[config.mk]
export PLATFORM = sky130hd
export DESIGN_NAME = wildcard_pattern_scan_core
export DESIGN_NICKNAME = d
export VERILOG_FILES = /design/src/wps_pkg.sv /design/src/wildcard_pattern_scan_core.sv /design/src/wps_front.sv /design/src/wps_queue.sv /design/src/wps_back.sv
export SDC_FILE = /design/constraint.sdc
export NUM_CORES = 1
export LEC_CHECK = 0
export ABC_AREA = 0
export BUFFER_PORTS_ARGS = -buffer_cell sky130_fd_sc_hd__buf_2
export CAP_MARGIN = 40
export CORE_UTILIZATION = 35
export DETAILED_ROUTE_END_ITERATION = 12
export PLACE_DENSITY_LB_ADDON = 0.25
export SYNTH_ARGS = -nofsm -noshare
export SYNTH_HDL_FRONTEND = slang
export SYNTH_HIERARCHICAL = 1
export SYNTH_SLANG_ARGS = --single-unit
[constraint.sdc]
create_clock -name clk -period 5.58 [get_ports clk]
set_input_delay 1.116 -clock clk [delete_from_list [all_inputs] [get_ports clk]]
set_output_delay 1.116 -clock clk [all_outputs]
set_load 0.03 [all_outputs]
[src/wps_pkg.sv]
// Shared types, constants and helper functions for the wildcard pattern scanner.
// Depends on nothing; every other file in src/ uses it by scoped names.
package wps_pkg;

  // Pattern storage
  localparam int PAT_BYTES   = 8;
  localparam int AGE_W       = (PAT_BYTES > 1) ? $clog2(PAT_BYTES) : 1;
  localparam int WIN_DEPTH   = (PAT_BYTES > 1) ? PAT_BYTES - 1 : 1;

  // Field widths
  localparam int LEN_W       = 4;
  localparam int ADDR_W      = 32;
  localparam int COUNT_W     = 16;
  localparam int CFG_DATA_W  = 64;
  localparam int CFG_IDX_W   = 3;

  localparam logic [3:0]         NIB_MASK  = 4'hF;
  localparam logic [COUNT_W-1:0] COUNT_MAX = {COUNT_W{1'b1}};

  // Event queue between front and back
  localparam int QUEUE_DEPTH = 2;
  localparam int QPTR_W      = (QUEUE_DEPTH > 1) ? $clog2(QUEUE_DEPTH) : 1;
  localparam int QCNT_W      = $clog2(QUEUE_DEPTH + 1);

  // Register indexes
  typedef enum logic [CFG_IDX_W-1:0] {
    REG_PATTERN_BYTES     = 3'd0,
    REG_NIBBLE_CARE       = 3'd1,
    REG_PATTERN_LENGTH    = 3'd2,
    REG_BASE_ADDRESS      = 3'd3,
    REG_MATCH_OFFSET      = 3'd4,
    REG_WANTED_OCCURRENCE = 3'd5
  } cfg_reg_t;

  typedef struct packed {
    logic [63:0]        pattern_bytes;
    logic [15:0]        nibble_care;
    logic [LEN_W-1:0]   pattern_length;
    logic [ADDR_W-1:0]  base_address;
    logic [ADDR_W-1:0]  match_offset;
    logic [COUNT_W-1:0] wanted_occurrence;
  } cfg_t;

  // One classified byte: a pattern hit ending here and/or end of region
  typedef struct packed {
    logic              hit;
    logic              last;
    logic [ADDR_W-1:0] start;
  } scan_event_t;

  // Queue status seen by the input handshake and the back
  typedef struct packed {
    logic empty;
    logic full;
  } queue_status_t;

  // Pattern byte compare; a clear care bit makes that nibble a wildcard
  function automatic logic byte_ok(input logic [7:0] pb, input logic [1:0] care,
                                   input logic [7:0] b);
    logic ok;
    ok = 1'b1;
    if (care[0] && ((b[3:0] & NIB_MASK) != (pb[3:0] & NIB_MASK))) ok = 1'b0;
    if (care[1] && ((b[7:4] & NIB_MASK) != (pb[7:4] & NIB_MASK))) ok = 1'b0;
    return ok;
  endfunction

endpackage

[src/wildcard_pattern_scan_core.sv]
// Top level of the nibble-wildcard byte signature scanner.
// Depends on wps_pkg, wps_front, wps_queue and wps_back.
//
// Usage:
//   Input channel (in_valid / in_stall): one scanned byte per word, data_byte
//   plus last_byte marking the final byte of a region. A word is taken at a
//   clock edge with in_valid high and in_stall low.
//   Output channel (out_valid / out_stall): at most one word per region;
//   found=1 with match_address = base + match start + offset when the selected
//   occurrence completes, or found=0 with address 0 on the last byte if it
//   never did. The last byte also restarts the scan.
//   Configuration (cfg_write_en / cfg_index / cfg_data): written while idle.
// Timing:
//   One byte per cycle sustained while in_stall is low. The front compares all
//   pattern bytes in parallel in the cycle a byte is taken; the event passes a
//   two-entry queue and the back registers the result in its output register.
//   in_stall rises only when the queue is full, which happens only while
//   out_stall holds a pending result.
// Reset (rst, synchronous): registers return to their defaults (length 1,
//   others 0), the scan state and queue clear and no result is pending.
module wildcard_pattern_scan_core (
  input  logic                             clk,
  input  logic                             rst,
  input  logic                             cfg_write_en,
  input  logic [wps_pkg::CFG_IDX_W-1:0]    cfg_index,
  input  logic [wps_pkg::CFG_DATA_W-1:0]   cfg_data,
  input  logic                             in_valid,
  output logic                             in_stall,
  input  logic [7:0]                       data_byte,
  input  logic                             last_byte,
  output logic                             out_valid,
  input  logic                             out_stall,
  output logic                             found,
  output logic [wps_pkg::ADDR_W-1:0]       match_address
);

  wps_pkg::cfg_t          cfg;
  wps_pkg::scan_event_t   ev;
  wps_pkg::scan_event_t   head;
  wps_pkg::queue_status_t q_status;
  logic                   accept;
  logic                   ev_push;
  logic                   pop;

  // Configuration registers
  always_ff @(posedge clk) begin
    if (rst) begin
      cfg.pattern_bytes     <= '0;
      cfg.nibble_care       <= '0;
      cfg.pattern_length    <= wps_pkg::LEN_W'(1);
      cfg.base_address      <= '0;
      cfg.match_offset      <= '0;
      cfg.wanted_occurrence <= '0;
    end else if (cfg_write_en) begin
      case (cfg_index)
        wps_pkg::REG_PATTERN_BYTES:     cfg.pattern_bytes     <= cfg_data;
        wps_pkg::REG_NIBBLE_CARE:       cfg.nibble_care       <= cfg_data[15:0];
        wps_pkg::REG_PATTERN_LENGTH:    cfg.pattern_length    <= cfg_data[wps_pkg::LEN_W-1:0];
        wps_pkg::REG_BASE_ADDRESS:      cfg.base_address      <= cfg_data[wps_pkg::ADDR_W-1:0];
        wps_pkg::REG_MATCH_OFFSET:      cfg.match_offset      <= cfg_data[wps_pkg::ADDR_W-1:0];
        wps_pkg::REG_WANTED_OCCURRENCE: begin
          cfg.wanted_occurrence <= cfg_data[wps_pkg::COUNT_W-1:0];
        end
        default: ;
      endcase
    end
  end

  // Input handshake
  assign in_stall = q_status.full;
  assign accept   = in_valid && !in_stall;

  wps_front u_front (
    .clk       (clk),
    .rst       (rst),
    .cfg       (cfg),
    .accept    (accept),
    .data_byte (data_byte),
    .last_byte (last_byte),
    .ev_push   (ev_push),
    .ev        (ev)
  );

  wps_queue u_queue (
    .clk       (clk),
    .rst       (rst),
    .push      (ev_push),
    .push_data (ev),
    .pop       (pop),
    .head      (head),
    .status    (q_status)
  );

  wps_back u_back (
    .clk           (clk),
    .rst           (rst),
    .cfg           (cfg),
    .head          (head),
    .q_status      (q_status),
    .pop           (pop),
    .out_valid     (out_valid),
    .out_stall     (out_stall),
    .found         (found),
    .match_address (match_address)
  );

endmodule

[src/wps_front.sv]
// Front end of the scanner: byte window, fill count, position and pattern compare.
// Depends on wps_pkg; emits one scan event per hit or region end.
module wps_front (
  input  logic                clk,
  input  logic                rst,
  input  wps_pkg::cfg_t       cfg,
  input  logic                accept,
  input  logic [7:0]          data_byte,
  input  logic                last_byte,
  output logic                ev_push,
  output wps_pkg::scan_event_t ev
);

  logic [7:0]                 window [wps_pkg::WIN_DEPTH];
  logic [7:0]                 ages   [wps_pkg::PAT_BYTES];
  logic [wps_pkg::LEN_W-1:0]  fill;
  logic [wps_pkg::LEN_W-1:0]  fill_next;
  logic [wps_pkg::LEN_W-1:0]  len_eff;
  logic [wps_pkg::ADDR_W-1:0] pos;
  logic                       hit;

  // Clamp the length to the window size
  always_comb begin
    if (cfg.pattern_length > wps_pkg::LEN_W'(wps_pkg::PAT_BYTES)) begin
      len_eff = wps_pkg::LEN_W'(wps_pkg::PAT_BYTES);
    end else begin
      len_eff = cfg.pattern_length;
    end
    fill_next = (fill < wps_pkg::LEN_W'(wps_pkg::PAT_BYTES)) ? fill + 1'b1 : fill;
  end

  // Age 0 is the current byte, age k is the byte k steps back
  always_comb begin
    ages[0] = data_byte;
    for (int k = 1; k < wps_pkg::PAT_BYTES; k++) begin
      ages[k] = window[k-1];
    end
  end

  // Pattern byte i lines up with age len-1-i; all lanes compare in parallel
  always_comb begin
    logic [wps_pkg::LEN_W-1:0] idx;
    idx = '0;
    hit = (len_eff != '0) && (fill_next >= len_eff);
    for (int i = 0; i < wps_pkg::PAT_BYTES; i++) begin
      if (wps_pkg::LEN_W'(i) < len_eff) begin
        idx = len_eff - wps_pkg::LEN_W'(i) - 1'b1;
        if (!wps_pkg::byte_ok(cfg.pattern_bytes[8*i +: 8], cfg.nibble_care[2*i +: 2],
                              ages[idx[wps_pkg::AGE_W-1:0]])) begin
          hit = 1'b0;
        end
      end
    end
  end

  // Event word to the queue
  assign ev.hit   = hit;
  assign ev.last  = last_byte;
  assign ev.start = pos - (wps_pkg::ADDR_W'(len_eff) - 1'b1);
  assign ev_push  = accept && (hit || last_byte);

  // Position and fill; the last byte restarts the region
  always_ff @(posedge clk) begin
    if (rst) begin
      fill <= '0;
      pos  <= '0;
    end else if (accept) begin
      if (last_byte) begin
        fill <= '0;
        pos  <= '0;
      end else begin
        fill <= fill_next;
        pos  <= pos + 1'b1;
      end
    end
  end

  // Byte window shift; entries beyond the fill count are never compared
  always_ff @(posedge clk) begin
    if (accept && !last_byte) begin
      window[0] <= data_byte;
      for (int k = 1; k < wps_pkg::WIN_DEPTH; k++) begin
        window[k] <= window[k-1];
      end
    end
  end

endmodule

[src/wps_queue.sv]
// Short register queue of scan events between the front and back ends.
// Depends on wps_pkg for the event type and depth.
module wps_queue (
  input  logic                  clk,
  input  logic                  rst,
  input  logic                  push,
  input  wps_pkg::scan_event_t  push_data,
  input  logic                  pop,
  output wps_pkg::scan_event_t  head,
  output wps_pkg::queue_status_t status
);

  wps_pkg::scan_event_t         entries [wps_pkg::QUEUE_DEPTH];
  logic [wps_pkg::QPTR_W-1:0]   wr_ptr;
  logic [wps_pkg::QPTR_W-1:0]   rd_ptr;
  logic [wps_pkg::QCNT_W-1:0]   count;

  assign head         = entries[rd_ptr];
  assign status.empty = (count == '0);
  assign status.full  = (count == wps_pkg::QCNT_W'(wps_pkg::QUEUE_DEPTH));

  // Pointer step with wrap at the depth
  function automatic logic [wps_pkg::QPTR_W-1:0] ptr_inc(
      input logic [wps_pkg::QPTR_W-1:0] p);
    return (p == wps_pkg::QPTR_W'(wps_pkg::QUEUE_DEPTH - 1)) ? '0 : p + 1'b1;
  endfunction

  // Pointers and count
  always_ff @(posedge clk) begin
    if (rst) begin
      wr_ptr <= '0;
      rd_ptr <= '0;
      count  <= '0;
    end else begin
      if (push) wr_ptr <= ptr_inc(wr_ptr);
      if (pop)  rd_ptr <= ptr_inc(rd_ptr);
      if (push && !pop)      count <= count + 1'b1;
      else if (pop && !push) count <= count - 1'b1;
    end
  end

  // Storage
  always_ff @(posedge clk) begin
    if (push) entries[wr_ptr] <= push_data;
  end

  a_no_overflow: assert property (@(posedge clk) disable iff (rst)
    !(push && status.full && !pop))
    else $error("event queue overflow");
  a_no_underflow: assert property (@(posedge clk) disable iff (rst)
    !(pop && status.empty))
    else $error("event queue underflow");
  a_count_range: assert property (@(posedge clk) disable iff (rst)
    count <= wps_pkg::QCNT_W'(wps_pkg::QUEUE_DEPTH))
    else $error("event queue count out of range");

endmodule

[src/wps_back.sv]
// Back end of the scanner: match counting, report selection and the output register.
// Depends on wps_pkg; drains events from wps_queue.
module wps_back (
  input  logic                  clk,
  input  logic                  rst,
  input  wps_pkg::cfg_t         cfg,
  input  wps_pkg::scan_event_t  head,
  input  wps_pkg::queue_status_t q_status,
  output logic                  pop,
  output logic                  out_valid,
  input  logic                  out_stall,
  output logic                  found,
  output logic [wps_pkg::ADDR_W-1:0] match_address
);

  logic [wps_pkg::COUNT_W-1:0] seen;
  logic                        reported;
  logic                        sel;
  logic                        emit;

  // Take an event when the output register is free or being drained
  assign pop  = !q_status.empty && (!out_valid || !out_stall);
  assign sel  = head.hit && !reported && (seen == cfg.wanted_occurrence);
  assign emit = sel || (head.last && !reported);

  // Count and report state; region end clears it
  always_ff @(posedge clk) begin
    if (rst) begin
      seen     <= '0;
      reported <= 1'b0;
    end else if (pop) begin
      if (head.last) begin
        seen     <= '0;
        reported <= 1'b0;
      end else if (sel) begin
        reported <= 1'b1;
      end else if (head.hit && !reported && (seen != wps_pkg::COUNT_MAX)) begin
        seen <= seen + 1'b1;
      end
    end
  end

  // Output register
  always_ff @(posedge clk) begin
    if (rst) begin
      out_valid <= 1'b0;
    end else if (pop && emit) begin
      out_valid <= 1'b1;
    end else if (!out_stall) begin
      out_valid <= 1'b0;
    end
  end

  always_ff @(posedge clk) begin
    if (pop && emit) begin
      found         <= sel;
      match_address <= sel ? cfg.base_address + head.start + cfg.match_offset : '0;
    end
  end

  a_miss_addr_zero: assert property (@(posedge clk) disable iff (rst)
    (out_valid && !found) |-> (match_address == '0))
    else $error("miss result carries a nonzero address");
  a_emit_loads: assert property (@(posedge clk) disable iff (rst)
    (pop && emit) |=> out_valid)
    else $error("emitted result not held in output register");
  a_last_clears: assert property (@(posedge clk) disable iff (rst)
    (pop && head.last) |=> (!reported && (seen == '0)))
    else $error("region end did not clear scan state");
  a_pop_only_free: assert property (@(posedge clk) disable iff (rst)
    pop |-> !(out_valid && out_stall))
    else $error("event taken while result is stalled");

endmodule

# After elaboration in Yosys (flattened, before gate mapping)

Memory sizes are Yosys's and may differ from the RTL's. A register that Yosys moved wholly into a read port is not among the register bits.
Index checks and enable logic that the tools add are counted.

Add/sub/neg operators: 25
Multiply operators: 0
Div/mod/pow operators: 0
Order comparisons: 19
Equal/unequal tests: 26
Shift-type cells: 0
Mux-type cells: 85
Bitwise gates (word level): 8
Reduce and logical (&&, ||, !) cells: 53

Operators with widths:

| kind                                                       | number |
|---|---|
| binary-select mux 8 bit (select 3 bit)                     | 8 |
| 2-to-1 mux 8 bit                                           | 16 |
| adder 32 bit                                               | 2 |
| inequality test 4 bit                                      | 16 |
| 2-to-1 mux 1 bit                                           | 52 |
| 2-to-1 mux 16 bit                                          | 3 |
| adder 32 x 1 -> 32 bit (second input constant)             | 1 |
| greater-or-equal comparator 4 bit (second input constant)  | 8 |
| 2-to-1 mux 32 bit                                          | 1 |
| NOT 3 -> 4 bit                                             | 8 |
| subtractor 32 bit                                          | 1 |
| logical AND 1 bit                                          | 28 |
| subtractor 3 x 1 -> 3 bit (second input constant)          | 8 |
| adder 16 x 1 -> 16 bit (second input constant)             | 1 |
| equality test 16 bit                                       | 1 |
| less-than comparator 3 x 4 -> 1 bit (first input constant) | 4 |
| inequality test 16 bit (second input constant)             | 1 |
| AND reduction 2 bit                                        | 7 |
| 2-to-1 mux 4 bit                                           | 3 |
| subtractor 3 bit (second input constant)                   | 4 |
| logical NOT 1 bit                                          | 8 |
| less-than comparator 1 x 4 -> 1 bit (first input constant) | 2 |
| less-than comparator 2 x 4 -> 1 bit (first input constant) | 2 |
| equality test 3 x 2 -> 1 bit (second input constant)       | 2 |
| other kinds (20)                                           | 29 |

Flip-flop bits (word level): 255
Latch bits: 0
RAM bits: 124
Memory bits (read-only): 0
Bits of input ports: 81
Word-level logic and storage cells: 234
Memories kept: 2

Memory list:

| name            | depth | bits a word | rd ports | clocked after Yosys merged registers in | wr ports | line            | text |
|---|---|---|---|---|---|---|---|
| u_queue.entries | 2     | 34          | 1        | 1                                       | 1        | wps_queue.sv:13 | `wps_pkg::scan_event_t entries [wps_pkg::QUEUE_DEPTH];` |
| u_front.window  | 7     | 8           | 7        | 0                                       | 7        | wps_front.sv:14 | `logic [7:0] window [wps_pkg::WIN_DEPTH];` |

# Depth between registers and ports, before layout

Gate-level depths: netlist (run 1).

Depth after elaboration: 34
Gate-level depth with buffers: 20
Depth with buffers taken out: 16

# By module

The synthesis (run 1) kept the hierarchy.

Modules (own cells, without submodules):

| module                     | instances | cells each | area each (um2) | sequential area each (um2) |
|---|---|---|---|---|
| wps_front                  | 1         | 918        | 9051.2          | 2402.3 |
| wildcard_pattern_scan_core | 1         | 608        | 6759.0          | 3283.1 |
| wps_back                   | 1         | 496        | 4670.7          | 1351.3 |
| wps_queue                  | 1         | 128        | 2660.1          | 2142.1 |

# Least setup slack after synthesis (run 1)

Ideal clock, no wire load.

Path type: register -> register
From: reg, netlist name cfg[81]
To: mem u_queue/entries[0][0] (netlist bit), enable pin
Library setup time: 0.429 ns
Arrival time: 5.745 ns
Required time: 5.151 ns
Path slack: -0.595 ns
Stages on the path, launching flop included: 18
Buffers on the path: 5
Clock period less this slack: 6.175 ns
Cell sequence: dfxtp_1 -> buf_2 -> nor2b_1 -> buf_2 -> buf_1 -> inv_1 -> ha_1 -> clkbuf_1 -> buf_1 -> o221ai_1 -> a21oi_1 -> xnor2_1 -> a41oi_1 -> a221o_1 -> nor4_2 -> a21oi_1 -> a311oi_1 -> nor2b_1

Word-level cells in the longest chain between the ends: 32

Ends and longest elaborated chain:

| element                                                            | line                             | text |
|---|---|---|
| > comparator 4 bit                                                 | wps_front.sv:24                  | `if (cfg.pattern_length > wps_pkg::LEN_W'(wps_pkg::PAT_BYTES)) begin` |
| 2-to-1 mux 4 bit *                                                 | wps_front.sv:24                  |  |
| branches (longest 25 deep; another with subtractor 3 x 1 -> 3 bit) | -                                |  |
| 2-to-1 mux 1 bit *                                                 | wps_front.sv:46                  | `if (wps_pkg::LEN_W'(i) < len_eff) begin` |
| logical OR 1 bit *                                                 | wps_front.sv:60                  | `assign ev_push = accept && (hit \|\| last_byte);` |
| logical AND 1 bit *                                                | wps_front.sv:60                  |  |
| net ev_push                                                        | wildcard_pattern_scan_core.sv:42 | `logic ev_push;` |
| 2-to-1 mux 1 bit *                                                 | wps_queue.sv:44                  | `if (push) entries[wr_ptr] <= push_data;` |
| 2-to-1 mux 1 bit (implied by the code) *                           | wps_queue.sv:44                  |  |
| to (decl)                                                          | wps_queue.sv:13                  |  |

Mark *: on every way through the listed nets, which the timed path passes. The select of a mux whose other input is x is not followed.

# Worst setup path after layout (run 1)

From: reg, netlist name cfg[83]
To: mem u_queue/entries[1][26] (netlist bit), enable pin

Word-level cells in the longest chain between the ends: 32

Ends and longest elaborated chain:

| element                                                            | line |
|---|---|
| > comparator 4 bit                                                 | wps_front.sv:24 |
| 2-to-1 mux 4 bit *                                                 | wps_front.sv:24 |
| branches (longest 25 deep; another with subtractor 3 x 1 -> 3 bit) | - |
| 2-to-1 mux 1 bit *                                                 | wps_front.sv:46 |
| logical OR 1 bit *                                                 | wps_front.sv:60 |
| logical AND 1 bit *                                                | wps_front.sv:60 |
| net ev_push                                                        | wildcard_pattern_scan_core.sv:42 |
| 2-to-1 mux 1 bit *                                                 | wps_queue.sv:44 |
| 2-to-1 mux 1 bit (implied by the code) *                           | wps_queue.sv:44 |

Marked as above.

==> metrics.md, run 1 <==
| Metric | Value |
|---|---|
| Initial antenna violation count | `0` |
| Total track usage | `0.196` |
| Count leader, synth | `mux2i_1` |
| Synth area leader | `edfxtp_1` |
| Clock transition at path regs | `0.06 ns` |
| Post-Syn Instances | `2150` |
| Largest net degree at the start of global routing | `139` |
| Syn Area/Cell | `10.8 um2` |
| CORE AREA | `0.0649 mm2` |
| CTS Buf Count | `43` |
| Vias in the first global route | `16600` |
| I/O Pins | `116` |
| Synth Area in Compound Gates | `0.107` |
| Unrepaired setup endpoints after global routing | `no` |
| Critical path arrival | `5.47 ns` |
| Setup-failing EPs final | `0` |
| Max incr delay on CP | `0.57 ns` |
| CTS sink count | `380` |
| Critical-path cell list | `nand2b_2 > buf_4 > inv_2 > ha_1 > xor2_2 > buf_4 > mux2i_1 > xnor2_1 > o41ai_2 > nand2_1 > nor4_2 > a21oi_1 > a311oi_1 > buf_4 > and2_1 > buf_4` |
| DR vias | `17000` |
| Register area share after synthesis | `0.397` |
| CP max FO | `34` |
| Die width | `259 um` |
| Reg2Reg Depth | `16` |
| Antenna diodes | `0` |
| Final wirelength | `66200 um` |
| Slew @ Worst Pin | `0.881 ns` |
| Ys flop type | `dfxtp_1` |
| Status | `complete, no violations` |
| Drt initial violations | `1438` |
| Asr flop ratio synth | `0` |
| Final nets | `2423` |
| Top cells by area, synth | `edfxtp_1 (20%), dfxtp_1 (19%), mux2i_1 (10%)` |
| Clock root buffer | `clkbuf_16` |
| PortBufs | `115` |
| Post-synthesis mux area share | `0.182` |
| Fin crit share | `0.941` |
| WP data required | `5.80 ns` |
| CTS tree | `yes` |
| Hold crit path type | `reg -> reg` |
| Post-Syn Area | `0.0231 mm2` |
| FF+latch count, synth | `380` |
| Die ar. | `0.0671 mm2` |
| Mapped Nets | `2339` |
| Starting density of the core | `0.356` |
| Synth Area in Simple Gates | `0.157` |
| Post-Synth XOR/XNOR Area | `0.0545` |
| Reg2reg end | `u_queue/entries[1][26]` |
| Setup repair bufs after CTS | `0` |
| Deepest clock path buffer count | `3` |
| Layout area overhead | `12.3%` |
| Std cell rows | `93` |
| Commonest cells in the netlist | `mux2i_1 (236), nand2b_1 (234), dfxtp_1 (223)` |
| Gp weighted congestion | `0.902` |
| FF-to-FF setup slack | `0.33 ns` |
| Worst skew pair latency | `0.58 ns` |
| Post-route minimum period | `5.25 ns` |
| Final-report hold violation count | `0` |
| Post-cts resize count | `0` |
| Leakage | `0.0105 uW` |
| Synth top area share | `0.204` |
| Critical path type | `reg -> reg` |
| # Max-Cap Violations | `0` |
| Gr ovfl total | `0` |
| Placed cell area | `0.0244 mm2` |
| Hpwl dp | `48500 um` |
| Startpoint types | `flip-flop` |
| Initial DRT Pass Iterations | `5` |
| Post-synthesis adder-cell area fraction | `0.0691` |
| Post-synth cell types | `89` |
| Avg WL per Cell | `21.2 um` |
| Vias per cell | `5.45` |
| Most frequent cell on the critical path | `buf_4` |
| Fmax | `190 MHz` |
| Maximum vdd drop | `0.232 mV` |
| Die H | `259 um` |
| Final Core Density | `0.400` |
| Critical path launch point | `cfg[83]` |
| Clock Skew | `0.0140 ns` |
| Post-CTS Hold Buffers | `0` |
| Largest family of logic cells by synthesized area | `multiplexers` |
| Layout cells sized above 1 | `0.156` |
| CP endpoint kind | `flip-flop` |
| Worst path slowest cell | `dfxtp_1` |
| Ys Warns | `6` |
| Pwr/cell area | `356 mW/mm2` |
| Max-slew violations | `0` |
| Fin Setup TNS | `0 ns` |
| Fin area | `0.0260 mm2` |
| Post-synth EDFFs | `157` |
| DRC viols | `0` |
| Slew HR | `0.413` |
| Routed Antenna Nets | `0` |
| First-pass GRT wire length | `102000 um` |
| R2R Path Start | `cfg[83]` |
| Critical Path End | `u_queue/entries[1][26]` |
| H-Tree Depth | `2` |
report_power, final:
part | internal, uW | total [uW] | switching (uW)
Clock | 1850 | 3040 | 1200
Sequential | 3320 | 3480 | 159
Combinational | 1010 | 2720 | 1710
critical path, delay by kind of cell (launching register included):
kind                       cells  cell delay (ns)
adders and majority gates      1             0.28
xor gates and xnor gates       2             0.45
buffers and inverters          5             1.30
AOI/OAI and AO/OA              3             0.93
DFF                            1             0.57
and+or+nand+nor                4             1.00
muxes                          1             0.31
worst min-delay path by stage:
stage | start | end | slack (ns) | depth (start not counted)
floorplan | cfg[93] | cfg[93] | 0.45 | 2
global placement | cfg[16] | cfg[16] | 0.46 | 2
detailed placement | cfg[16] | cfg[16] | 0.47 | 2
CTS | cfg[16] | cfg[16] | 0.48 | 2
global route | cfg[103] | cfg[103] | 0.50 | 2
finish | cfg[16] | cfg[16] | 0.48 | 2
cells by family after synthesis:
kind of cell / after synthesis
buf+inv: 145
simple gates: 665
xor+xnor: 144
flops: 380
mux: 336
fa+ha+maj: 108
compound gates: 372
placed cells by master, fill, tap and decap left out, drive strengths merged, types with 70 or more instances in the layout:
| cell | n |
|---|---|
| a21oi | 99 |
| ha | 75 |
| xor2 | 74 |
| nand2 | 104 |
| mux2i | 236 |
| edfxtp | 157 |
| nand2b | 234 |
| buf | 151 |
| o21ai | 74 |
| dfxtp | 223 |
| nor2 | 136 |
| xnor2 | 70 |
final cells by class:
type	instances	area, um2
flip-flops and latches	380	9180
clock inverters	20	248
inverters	33	124
well taps	855	1070
multi-input cells	1625	13200
fillers	6249	38900
clock buffers	59	1280
repair buffers	151	872
flip-flops by register name, indices dropped and copies added (netlist names), named ones only:
signal,cells
u_queue/wr_ptr,1
u_front/window,56
u_front/pos,32
u_front/fill,4
u_back/seen,16
u_queue/count,2
u_queue/rd_ptr,1
cfg,164
u_queue/entries,68
u_back/reported,1
u_back/found,1
u_back/match_address,32
u_back/out_valid,1
layer usage:
layer | global-route usage | share of wire | up-vias
met2 | 0.308 | 0.45 | 527
met3 | 0.0293 | 0.053 | 83
li1 | - | - | 8051
met1 | 0.279 | 0.47 | 8371
met5 | 0 | 0 | -
met4 | 0.0505 | 0.022 | 0
stage by stage:
| step | power, uW | setup WS, ns | instances | hold slack (ns) |
|---|---|---|---|---|
| 6_report | 9250 | 0.330 | 3123 | 0.478 |
| 2_1_floorplan | 5450 | 0.0223 | 2150 | 0.449 |
| 5_1_grt | 9700 | 0.00431 | 3123 | 0.501 |
| 4_1_cts | 9320 | 0.270 | 3123 | 0.480 |
| 3_5_place_dp | 6240 | 0.324 | 3044 | 0.470 |
| 3_3_place_gp | 6190 | 0.371 | 3041 | 0.465 |
Power figures use the tool's default switching activity.
==> run 2, diff against run 1 <==
==> constraint.sdc (replaced) <==
create_clock -name clk -period 5.2 [get_ports clk]
set_input_delay 1.04 -clock clk [delete_from_list [all_inputs] [get_ports clk]]
set_output_delay 1.04 -clock clk [all_outputs]
set_load 0.03 [all_outputs]
==> metrics.md, run 2 (synthesis results as in run 1) <==
| Metric | Value |
|---|---|
| Post-route minimum period | `4.67 ns` |
| Initial DRT Pass Iterations | `6` |
| Gp weighted congestion | `0.887` |
| Post-cts resize count | `0` |
| Die H | `259 um` |
| Final nets | `2431` |
| Placed cell area | `0.0246 mm2` |
| Setup repair bufs after CTS | `0` |
| Final-report hold violation count | `0` |
| Leakage | `0.0105 uW` |
| CORE AREA | `0.0649 mm2` |
| Largest net degree at the start of global routing | `130` |
| Fin area | `0.0261 mm2` |
| Finished Layout Cells | `3132` |
| Gr ovfl total | `0` |
| Hold WS | `0.481 ns` |
| Top reg by flops | `cfg` |
| Drt initial violations | `1397` |
| CP endpoint kind | `flip-flop` |
| Placed cell count | `3053` |
| Final wirelength | `65100 um` |
| Biggest regs | `cfg (164), u_queue/entries (68), u_front/window (56)` |
| Starting density of the core | `0.356` |
| Clock transition at path regs | `0.06 ns` |
| FILL cells | `6251` |
| Slew @ Worst Pin | `0.882 ns` |
| Std cell rows | `93` |
| Fin crit share | `0.898` |
| Slew HR | `0.410` |
| Pwr/cell area | `379 mW/mm2` |
| Commonest non-fill, non-tap cell in the layout | `mux2i_1` |
| Max reg flops | `164` |
| Status | `complete, no violations` |
| Initial antenna violation count | `2` |
| Clock Skew | `0.0143 ns` |
| Clock root buffer | `clkbuf_16` |
| Worst skew pair latency | `0.58 ns` |
| Die width | `259 um` |
| Routed Antenna Nets | `0` |
| Avg WL per Cell | `20.8 um` |
| Layout area overhead | `12.8%` |
| Unrepaired setup endpoints after global routing | `no` |
| Deepest clock path buffer count | `3` |
| WP data required | `5.70 ns` |
| First-pass GRT wire length | `101000 um` |
| CTS sink count | `380` |
| Die ar. | `0.0671 mm2` |
| Hold crit path type | `reg -> reg` |
| Layout cells sized above 1 | `0.159` |
| CP max FO | `18` |
| CTS Buf Count | `42` |
| Post-CTS Hold Buffers | `0` |
| Fmax | `214 MHz` |
| DR vias | `17000` |
| Most frequent cells in the layout | `mux2i_1 (236), nand2b_1 (233), dfxtp_1 (222), edfxtp_1 (157), nor2_1 (136)` |
| Maximum vdd drop | `0.204 mV` |
| Startpoint types | `flip-flop` |
| Vias in the first global route | `16600` |
| Final Core Density | `0.402` |
| Critical path type | `reg -> reg` |
| Max-slew violations | `0` |
| H-Tree Depth | `2` |
| PortBufs | `115` |
| Total track usage | `0.194` |
| Vias per cell | `5.43` |
| Hpwl dp | `48200 um` |
| Fin Setup TNS | `0 ns` |
| CTS tree | `yes` |
| I/O Pins | `116` |
| DRC viols | `0` |
| Critical path arrival | `5.17 ns` |
| Setup-failing EPs final | `0` |
| # Max-Cap Violations | `0` |
[run 2: changes by cell type in the layout (fill, tap and decap cells not counted), sizes merged]
cell,before,now
clkinv,12,7
diode,0,1
buf,151,160
inv,34,37
clkbuf,59,60
[run 2: cell type report]
cell class / count / area, um2 / share of cell area
diodes: 1 / 2.50 / 0.0000959
clock buffers: 60 / 1250 / 0.0479
multi-input cells: 1625 / 13200 / 0.506
repair buffers: 160 / 1010 / 0.0387
clock inverters: 18 / 246 / 0.00945
inverters: 33 / 124 / 0.00475
flip-flops and latches: 380 / 9180 / 0.352
well taps: 855 / 1070 / 0.0410
[run 2: report_power, final]
group / total [uW] / internal (uW) / switching, uW
Combinational: 2940 / 1110 / 1820
Sequential: 3750 / 3560 / 190
Clock: 3200 / 1940 / 1260
Total: 9890 / 6610 / 3280
[run 2: final timing paths]
path,startpoint,end,slack (ns),depth (start not counted)
worst max-delay path,cfg[83],u_queue/count[1],0.53,17
worst min-delay path,cfg[99],cfg[99],0.48,2
worst max register to register,cfg[83],u_queue/count[1],0.53,17
worst min register to register,cfg[99],cfg[99],0.48,2
[run 2: worst max-delay path, stage by stage, from the launching register on]
cell      delay, ns
dfxtp_1        0.33
nor2b_1        0.15
buf_4          0.33
inv_2          0.07
ha_1           0.23
xor2_2         0.39
buf_4          0.26
mux4_2         0.30
mux2i_1        0.19
xnor2_1        0.09
o41a_1         0.37
nor4_1         0.50
a31oi_1        0.15
a311oi_1       0.30
buf_4          0.19
ha_1           0.25
or3_1          0.35
a21oi_1        0.14
[run 2: metrics by stage]
stage          setup WS, ns  power [uW]
6_report              0.530        9890
5_1_grt               0.303       10400
4_1_cts               0.537        9980
3_5_place_dp          0.573        6730
3_3_place_gp          0.544        6690
2_1_floorplan         0.112        5850
[run 2: per-layer routing]
layer / track usage / part of all wire / wire length, um / up-vias
li1: - / - / - / 8060
met1: 0.278 / 0.48 / 31100 / 8376
met2: 0.300 / 0.45 / 29000 / 480
met3: 0.0345 / 0.056 / 3610 / 89
met4: 0.0471 / 0.020 / 1280 / 2
met5: 0 / 0.00018 / 12 / -
